===== config.mk =====
export PLATFORM = sky130hd
export DESIGN_NAME = lgts_weight_unit
export DESIGN_NICKNAME = d
export VERILOG_FILES = /design/src/hdl/lda_gibbs_topic_sampler_top_defines.svh /design/src/hdl/lgts_pkg.sv /design/src/hdl/lgts_weight_unit.sv
export SDC_FILE = /design/constraint.sdc
export NUM_CORES = 2
export LEC_CHECK = 0
export BUFFER_PORTS_ARGS = -buffer_cell sky130_fd_sc_hd__buf_4
export CAP_MARGIN = 10
export CORE_AREA = 2 2 355 181
export CTS_BUF_LIST = sky130_fd_sc_hd__clkbuf_16
export DETAILED_ROUTE_END_ITERATION = 12
export DIE_AREA = 0 0 357 183
export GPL_TIMING_DRIVEN = 0
export PLACE_DENSITY = 0.82
export REMOVE_ABC_BUFFERS = 1
export SLEW_MARGIN = 20
export SYNTH_ARGS = -nofsm -noshare
export SYNTH_HDL_FRONTEND = slang
export SYNTH_SLANG_ARGS = --single-unit
export TNS_END_PERCENT = 100

===== constraint.sdc =====
create_clock -name clk -period 10.1 [get_ports clk]
set_clock_uncertainty 0.15 [all_clocks]
set_input_delay 1.01 -clock clk [delete_from_list [all_inputs] [get_ports clk]]
set_output_delay 1.01 -clock clk [all_outputs]
set_load 0.01 [all_outputs]

===== src/hdl/lda_gibbs_topic_sampler_top_defines.svh =====
// Assertion macros for the topic sampler.
`ifndef LDA_GIBBS_TOPIC_SAMPLER_TOP_DEFINES_SVH
`define LDA_GIBBS_TOPIC_SAMPLER_TOP_DEFINES_SVH
`ifndef SYNTHESIS
// Checked property, disabled during reset.
`define LGTS_ASSERT(label, clk, rst, prop) \
  label: assert property (@(posedge clk) disable iff (rst) prop) \
    else $error("sampler assertion failed");
// Checked property, also active during reset.
`define LGTS_ASSERT_ALWAYS(label, clk, prop) \
  label: assert property (@(posedge clk) prop) \
    else $error("sampler assertion failed");
`else
`define LGTS_ASSERT(label, clk, rst, prop)
`define LGTS_ASSERT_ALWAYS(label, clk, prop)
`endif
`endif


===== src/hdl/lgts_pkg.sv =====
`timescale 1ns / 1ps
package lgts_pkg;

  localparam int MAX_TOPICS  = 64;
  localparam int WORD_DEPTH  = 4096;
  localparam int DOC_DEPTH   = 1024;
  localparam int COUNT_BITS  = 24;

  localparam int TOPIC_BITS  = $clog2(MAX_TOPICS);
  localparam int WORD_BITS   = $clog2(WORD_DEPTH);
  localparam int DOC_BITS    = $clog2(DOC_DEPTH);
  localparam int NT_BITS     = 7;
  localparam int PRIOR_BITS  = 24;
  localparam int TOTAL_BITS  = 32;
  localparam int DATA_BITS   = 32;
  localparam int FUNC_BITS   = 3;
  localparam int FRAC_BITS   = 16;
  localparam int CFG_INDEX_BITS = 2;
  localparam int CFG_DATA_BITS  = 24;

  // weight datapath widths
  localparam int A_BITS      = COUNT_BITS + FRAC_BITS + 1;
  localparam int HALF_BITS   = (A_BITS + 1) / 2;
  localparam int PROD_BITS   = 2 * A_BITS;
  localparam int VB_BITS     = 2 * PRIOR_BITS;
  localparam int D_BITS      = TOTAL_BITS + FRAC_BITS + 1;
  localparam int WEIGHT_BITS = 42;
  localparam int TOP_BITS    = PROD_BITS - WEIGHT_BITS;
  localparam int CMP_BITS    = (TOP_BITS > D_BITS) ? TOP_BITS : D_BITS;
  localparam int WCNT_BITS   = $clog2(WEIGHT_BITS);
  localparam int CUM_BITS    = 48;
  localparam int U_BITS      = CUM_BITS + 1;
  localparam int PHI_BITS    = DATA_BITS + CUM_BITS - 32;

  localparam logic [CFG_INDEX_BITS-1:0] CFG_ALPHA = 2'd0;
  localparam logic [CFG_INDEX_BITS-1:0] CFG_BETA  = 2'd1;
  localparam logic [CFG_INDEX_BITS-1:0] CFG_NT    = 2'd2;
  localparam logic [CFG_INDEX_BITS-1:0] CFG_VOCAB = 2'd3;

  typedef enum logic [FUNC_BITS-1:0] {
    FUNC_SAMPLE  = 3'd0,
    FUNC_LOAD_WT = 3'd1,
    FUNC_LOAD_DT = 3'd2,
    FUNC_LOAD_TT = 3'd3,
    FUNC_LOAD_DL = 3'd4,
    FUNC_READ_WT = 3'd5,
    FUNC_READ_DT = 3'd6,
    FUNC_READ_TT = 3'd7
  } func_t;

  typedef enum logic [3:0] {
    ST_IDLE, ST_EXEC, ST_DEC_WR, ST_W_RD, ST_W_LD, ST_W_RUN, ST_PICK1,
    ST_PICK2, ST_S_RD, ST_S_CMP, ST_INC_RD, ST_INC_WR, ST_OUT
  } state_t;

  typedef enum logic [2:0] {
    WU_IDLE, WU_MUL, WU_CHK, WU_DIV, WU_DONE
  } wu_state_t;

  // operands of one weight computation
  typedef struct packed {
    logic [A_BITS-1:0] a;
    logic [A_BITS-1:0] c;
    logic [D_BITS-1:0] d;
  } wu_req_t;

endpackage


===== src/hdl/lgts_weight_unit.sv =====
`timescale 1ns / 1ps
// floor(a*c/d) saturated to WEIGHT_BITS: 4 partial products, then
// one restoring divide step per cycle.
module lgts_weight_unit (
  input  logic                          clk,
  input  logic                          rst,
  input  logic                          start,
  input  lgts_pkg::wu_req_t             req,
  output logic                          done,
  output logic [lgts_pkg::WEIGHT_BITS-1:0] weight
);
  import lgts_pkg::*;

  wu_state_t state, state_next;

  logic [A_BITS-1:0]      a_r, c_r;
  logic [D_BITS-1:0]      d_r;
  logic [PROD_BITS-1:0]   acc;
  logic [D_BITS-1:0]      rem;
  logic [WCNT_BITS-1:0]   cnt;
  logic [HALF_BITS-1:0]   ai, ci;
  logic [2*HALF_BITS-1:0] prod;
  logic [PROD_BITS-1:0]   prod_sh;
  logic [TOP_BITS-1:0]    top;
  logic                   sat;
  logic [D_BITS:0]        trial;
  logic                   qbit;

  always_comb begin
    ai = cnt[1] ? HALF_BITS'(a_r >> HALF_BITS) : a_r[HALF_BITS-1:0];
    ci = cnt[0] ? HALF_BITS'(c_r >> HALF_BITS) : c_r[HALF_BITS-1:0];
    prod = ai * ci;
    case (cnt[1:0])
      2'd0:    prod_sh = PROD_BITS'(prod);
      2'd3:    prod_sh = PROD_BITS'(prod) << (2 * HALF_BITS);
      default: prod_sh = PROD_BITS'(prod) << HALF_BITS;
    endcase
    top   = acc[PROD_BITS-1:WEIGHT_BITS];
    sat   = CMP_BITS'(top) >= CMP_BITS'(d_r);
    trial = {rem, acc[WEIGHT_BITS-1]};
    qbit  = trial >= {1'b0, d_r};
  end

  always_comb begin
    state_next = state;
    case (state)
      WU_IDLE: if (start) state_next = (req.d == '0) ? WU_DONE : WU_MUL;
      WU_MUL:  if (cnt[1:0] == 2'd3) state_next = WU_CHK;
      WU_CHK:  state_next = sat ? WU_DONE : WU_DIV;
      WU_DIV:  if (cnt == WCNT_BITS'(WEIGHT_BITS - 1)) state_next = WU_DONE;
      WU_DONE: state_next = WU_IDLE;
      default: state_next = WU_IDLE;
    endcase
  end

  always_comb begin
    done = (state == WU_DONE);
  end

  always_ff @(posedge clk) begin
    if (rst) state <= WU_IDLE;
    else     state <= state_next;
  end

  always_ff @(posedge clk) begin
    case (state)
      WU_IDLE: begin
        a_r    <= req.a;
        c_r    <= req.c;
        d_r    <= req.d;
        acc    <= '0;
        cnt    <= '0;
        weight <= '1;
      end
      WU_MUL: begin
        acc <= acc + prod_sh;
        cnt <= (cnt[1:0] == 2'd3) ? '0 : cnt + 1'b1;
      end
      WU_CHK: begin
        rem    <= D_BITS'(top);
        weight <= sat ? '1 : '0;
      end
      WU_DIV: begin
        rem    <= qbit ? D_BITS'(trial - {1'b0, d_r}) : trial[D_BITS-1:0];
        weight <= {weight[WEIGHT_BITS-2:0], qbit};
        acc    <= acc << 1;
        cnt    <= cnt + 1'b1;
      end
      default: ;
    endcase
  end

endmodule


[Word-level counts from Yosys, hierarchy flattened]
Cells that the tools add are included.
Word-level totals
  bits of input ports: 134
  output and inout port bits: 43
  register bits: 313
  word-level logic and storage cells: 46
Operators by class
  $add $sub $neg: 3
  reduce and logical (&&, ||, !) cells: 7
  $lt $le $gt $ge: 2
  multiply operators: 1
  muxes and demuxes: 16
  equal/unequal tests: 9
Operators with widths (number)
  $pmux 82 s3: 1
  $pmux 82 s2: 1
  $pmux 42 s3: 1
  $pmux 49 s2: 1
  $add 82x82->82: 1
  $ge 50x49->1: 1
  $ge 40x49->1: 1
  $logic_not 49->1: 1
  $mux 49: 1
  $sub 49x49->49: 1
  $mul 21x21->42: 1
  $mux 21: 2
  $mux 42: 1
  $pmux 6 s3: 1
  $mux 3: 5
  $pmux 3 s4: 1
  $add 6x1->6 const B: 1
  $eq 3x2->1 const B: 2
  $eq 6x6->1 const B: 1
  $mux 6: 1
  $ne 2x2->1 const B: 3
  $reduce_bool 3->1: 2
  $eq 3x1->1 const B: 1
  $eq 3x3->1 const B: 1
  5 further kinds: 5

[Logic depth before layout (Yosys ltp)]
  depth after elaboration: 5
  gate-level depth with buffers: 46
  depth with buffers taken out: 42

[Least setup slack after synthesis]
OpenSTA, ideal clock, no wires.
  path kind: register to register
  from: register cnt[0]
  to: register acc[78] (data pin)
  setup slack: -0.638 ns
  setup time: 0.158 ns
  arrival: 10.430 ns
  required time: 9.792 ns
  clock period less this slack: 10.738 ns
  stages on the path, launching flop included: 45
  path through: edfxtp_1 > clkbuf_1 > buf_1 > buf_1 > mux2i_1 > clkbuf_1 > nor2_1 > fa_1 > fa_1 > inv_1 > fa_1 > inv_1 > fa_1 > fa_1 > fa_1 > inv_1 > fa_1 > inv_1 > (+9 left out) > nor2b_1 > o21ai_0 > a21oi_1 > a31o_2 > ha_1 > clkbuf_1 > a21oi_1 > o21ai_0 > a211oi_1 > o21ai_0 > a31o_2 > a41oi_4 > o311ai_4 > nand2_2 > o21ai_2 > a221oi_2 > mux2_4 > a211oi_2
Between the ends
  cells in the longest elaborated chain, start to end: 5
  elaborated cells between the ends (all ways): 7
  those cells by class: 1 x add/sub; 1 x mul; 1 x eq/ne; 3 x mux; 1 x reduce/logical
Ends and longest elaborated chain
  start: declaration: line lgts_weight_unit.sv:20  | logic [WCNT_BITS-1:0] cnt;
  start signal: assignment: line lgts_weight_unit.sv:77  | cnt <= (cnt[1:0] == 2'd3) ? '0 : cnt + 1'b1;
  start signal: assignment: line lgts_weight_unit.sv:87  | cnt <= cnt + 1'b1;
  $mux 21: line lgts_weight_unit.sv:31  | ci = cnt[0] ? HALF_BITS'(c_r >> HALF_BITS) : c_r[HALF_BITS-1:0];
  $mul 21x21->42: line lgts_weight_unit.sv:32  | prod = ai * ci;
  $pmux 82 s2 (*): line lgts_weight_unit.sv:33  | case (cnt[1:0])
  $add 82x82->82 (*): line lgts_weight_unit.sv:76  | acc <= acc + prod_sh;
  $pmux 82 s3 (*): line lgts_weight_unit.sv:66  | case (state)
  end signal: assignment: line lgts_weight_unit.sv:76
  end signal: assignment: line lgts_weight_unit.sv:86  | acc <= acc << 1;
  end: declaration: line lgts_weight_unit.sv:18  | logic [PROD_BITS-1:0] acc;
Mark *: on every way between the ends. The rest lies on a longest branch, timed or not.
A chain may end at the register's enable or synchronous reset.

[Final worst setup path]
  from: register cnt[0]
  to: register acc[79] (data pin)
Same word-level chain as after synthesis.

==> run summary <==
The fraction of layout instances using a drive strength above 1 is 0.239. The routed design has 139 mm of wire. The worst setup path is launched from a flip-flop. Final-report max-slew violation count: 0. The worst setup path is captured at a flip-flop. For this run, the number of Yosys warnings is 0. The relative max-transition margin is 0.0874.

TritonCTS built the clock tree. CTS placed an instance of clkbuf_16 at the clock tree root. OpenSTA, run right after detailed placement, puts the worst setup slack at -3.23 ns. Summed over all nets, the half-perimeter wirelength after detailed placement is 86.6 mm. After the first detailed-routing iteration, the DRC count stood at 5741. The die covers 65300 µm². The starting density of the core was 0.575. The core region is 62300 µm². In this run the tool buffered the top-level ports with 176 buffer cells. The ratio of final minimum period to clock period was 1.16; the via count was 34.3k. The cell area that synthesis handed to floorplanning was 35800 µm².

For the share of synthesized area occupied by flip-flops and latches, the log shows 0.262. The number of buffers created by CTS was 36; the height of the die was 183 µm. The minimum clock period was 11.76 ns; the clock slew at the register clock pins of the worst setup and hold paths was 0.07 ns.

Yosys mapped the design onto 87 distinct sky130hd cell types. The proportion of synthesized flip-flops having asynchronous set or reset works out to 0. Setup repair after global routing could not meet its margin everywhere. The slack of the worst reg-to-reg path was -1.66 ns; the slew at the pin closest to its max-slew limit was 1.37 ns. After floorplanning, the core was divided into 65 placement rows.

In this run the number of H-tree levels came out at 2. The final-report hold violation count was 0. The startpoint-to-endpoint class of the critical path is reg2reg. The final RePlAce weighted congestion is 1.02. Initial antenna violation count: 10.

The area added between synthesis and finish is 25.9%. The run finished, with violations left. The maximum buffer depth of the clock tree was 3; the count of final setup violators was 60. The number of vias per cell came out at 6.66.

Global-route wire length before repair: 193 mm. The smallest setup slack after layout is -1.66 ns, and the total congestion overflow after global routing is 0. The run gives 0 as the number of antenna-violating nets in the routed design. The critical register-to-register path startpoint was cnt[0]$_DFFE_PP_. The critical path endpoint is acc[79]$_DFFE_PP_.

The worst reg-to-reg path cell count came out at 47. For this run, the slowest stage of the critical path takes 0.69 ns. The later pin in the worst-skew pair is clocked with a latency of 0.61 ns. The number of flops mapped to enable cells by yosys works out to 310. The run gives 0 as the final routed DRC violation total.

The prevailing post-synth register cell was edfxtp_1. At the end of the flow, the number of nets in the layout was 5101. The average instance area after synthesis was 9.20 µm². The die outline width was 357 µm. The tools report the endpoint of the worst register-to-register path as acc[79]$_DFFE_PP_. For the worst setup path, the data arrival time is 11.90 ns.

The data required time at the worst endpoint was 10.24 ns. The type of the most critical hold path was reg2reg. The library cell used most frequently in the layout, excluding fill and tap cells, is inv_1. Entering global routing, the biggest net connects 65 pins.

In the layout the commonest cells are inv_1 (493), nand2_1 (449), nor2_1 (403). For this run, the top clock speed supported by timing is 0.0850 GHz. The cell count after synthesis came out at 3894. After detailed routing, the average wire length per cell comes to 27.0 µm. The number of primary I/O pins came out at 177. The final reports fail on setup timing. The via count of the first global-routing pass was 32.4k. Across the run, the number of max-cap violations was 0. Tracing the worst setup path back leads to its startpoint at cnt[0]$_DFFE_PP_. The global-route usage over all layers is 0.395, and the number of synthesized register bits is 313.

Along the worst path, the maximum fanout reaches 4. Before antenna repair, the detailed router went through 9 iterations. By instance count, the cell type seen most on the critical path is fa_1. The cell with the largest stage delay on the worst path is fa_2. The total number of clock tree sinks came out at 313.
## worst max-delay path: cells and delay by family (launching register included)
kind            cells  cell delay, ns
fa+ha+maj           9            4.09
mux                 1            0.22
simple gates        9            1.78
buf+inv            12            1.42
xor+xnor            2            0.34
compound gates     14            3.10
flops               1            0.38
## worst min path at each step
| stage | depth (start not counted) | startpoint | slack (ns) | endpoint |
|---|---|---|---|---|
| 2_1_floorplan | 2 | acc[26]$_DFFE_PP_ | 0.38 | acc[27]$_DFFE_PP_ |
| 3_3_place_gp | 2 | weight[6]$_DFFE_PP_ | 0.38 | weight[7]$_DFFE_PP_ |
| 3_5_place_dp | 2 | weight[6]$_DFFE_PP_ | 0.40 | weight[7]$_DFFE_PP_ |
| 4_1_cts | 2 | weight[20]$_DFFE_PP_ | 0.41 | weight[21]$_DFFE_PP_ |
| 5_1_grt | 2 | weight[28]$_DFFE_PP_ | 0.42 | weight[29]$_DFFE_PP_ |
| 6_report | 2 | weight[1]$_DFFE_PP_ | 0.41 | weight[2]$_DFFE_PP_ |
## registers in the layout, indices dropped and copies added, names as in the netlist
name,flops
a_r,41
cnt,6
d_r,49
weight,42
c_r,41
rem,49
state,3
acc,82
## routing by layer
layer / track usage / routed length, µm
met5: 0.0104 / 842
met4: 0.163 / 9630
met3: 0.215 / 26100
met2: 0.503 / 51300
met1: 0.546 / 51500
## cell usage after synthesis (all sizes together), types with 46 or more instances
cell / count / area (µm²)
nand2: 473 / 1780
inv: 512 / 1920
fa: 360 / 7210
nand4: 46 / 288
nor2: 446 / 1670
xnor2: 104 / 911
clkbuf: 133 / 500
a21o: 118 / 886
mux2i: 58 / 581
ha: 327 / 4090
edfxtp: 310 / 9310
o21ai: 178 / 902
a21oi: 257 / 1320
xor2: 58 / 508
## layout make-up
| type | count | area, µm² |
|---|---|---|
| Inverter | 512 | 1930 |
| Antenna cell | 8 | 20.0 |
| Tap cell | 837 | 1050 |
| Multi-Input combinational cell | 2913 | 26700 |
| Clock inverter | 27 | 241 |
| Clock buffer | 37 | 926 |
| Sequential cell | 313 | 9370 |
| Fill cell | 3983 | 17200 |
| Timing Repair Buffer | 504 | 4840 |
## repair_timing
item	4_1_cts	5_1_grt
pin swaps	208	111
hold endpoints to repair	0	0
gates cloned	7	0
hold buffers	0	0
buffers inserted	194	78
gates resized for setup	362	210
setup endpoints to repair	63	62
## stage by stage
step / instance area, µm² / hold WS [ns] / TNS [ns] / util / cells
after CTS: 43500 / 0.413 / -3.43 / 0.698 / 5066
final: 45100 / 0.413 / -60.36 / 0.724 / 5151
after global placement: 37600 / 0.378 / -1000.99 / 0.603 / 4749
after floorplan: 35200 / 0.379 / -147.35 / - / 3736
after detailed placement: 38700 / 0.397 / -109.56 / 0.621 / 4803
after global routing: 45100 / 0.424 / -53.54 / 0.724 / 5146
## logic make-up after synthesis
logic type      synth area share
simple gates               0.141
mux                       0.0283
fa+ha+maj                  0.315
buf+inv                   0.0714
xor+xnor                  0.0396
compound gates             0.143
flops                      0.262
Power is not shown: default switching activity piles up to over one toggle a cycle in this logic, so the estimate is an artifact.
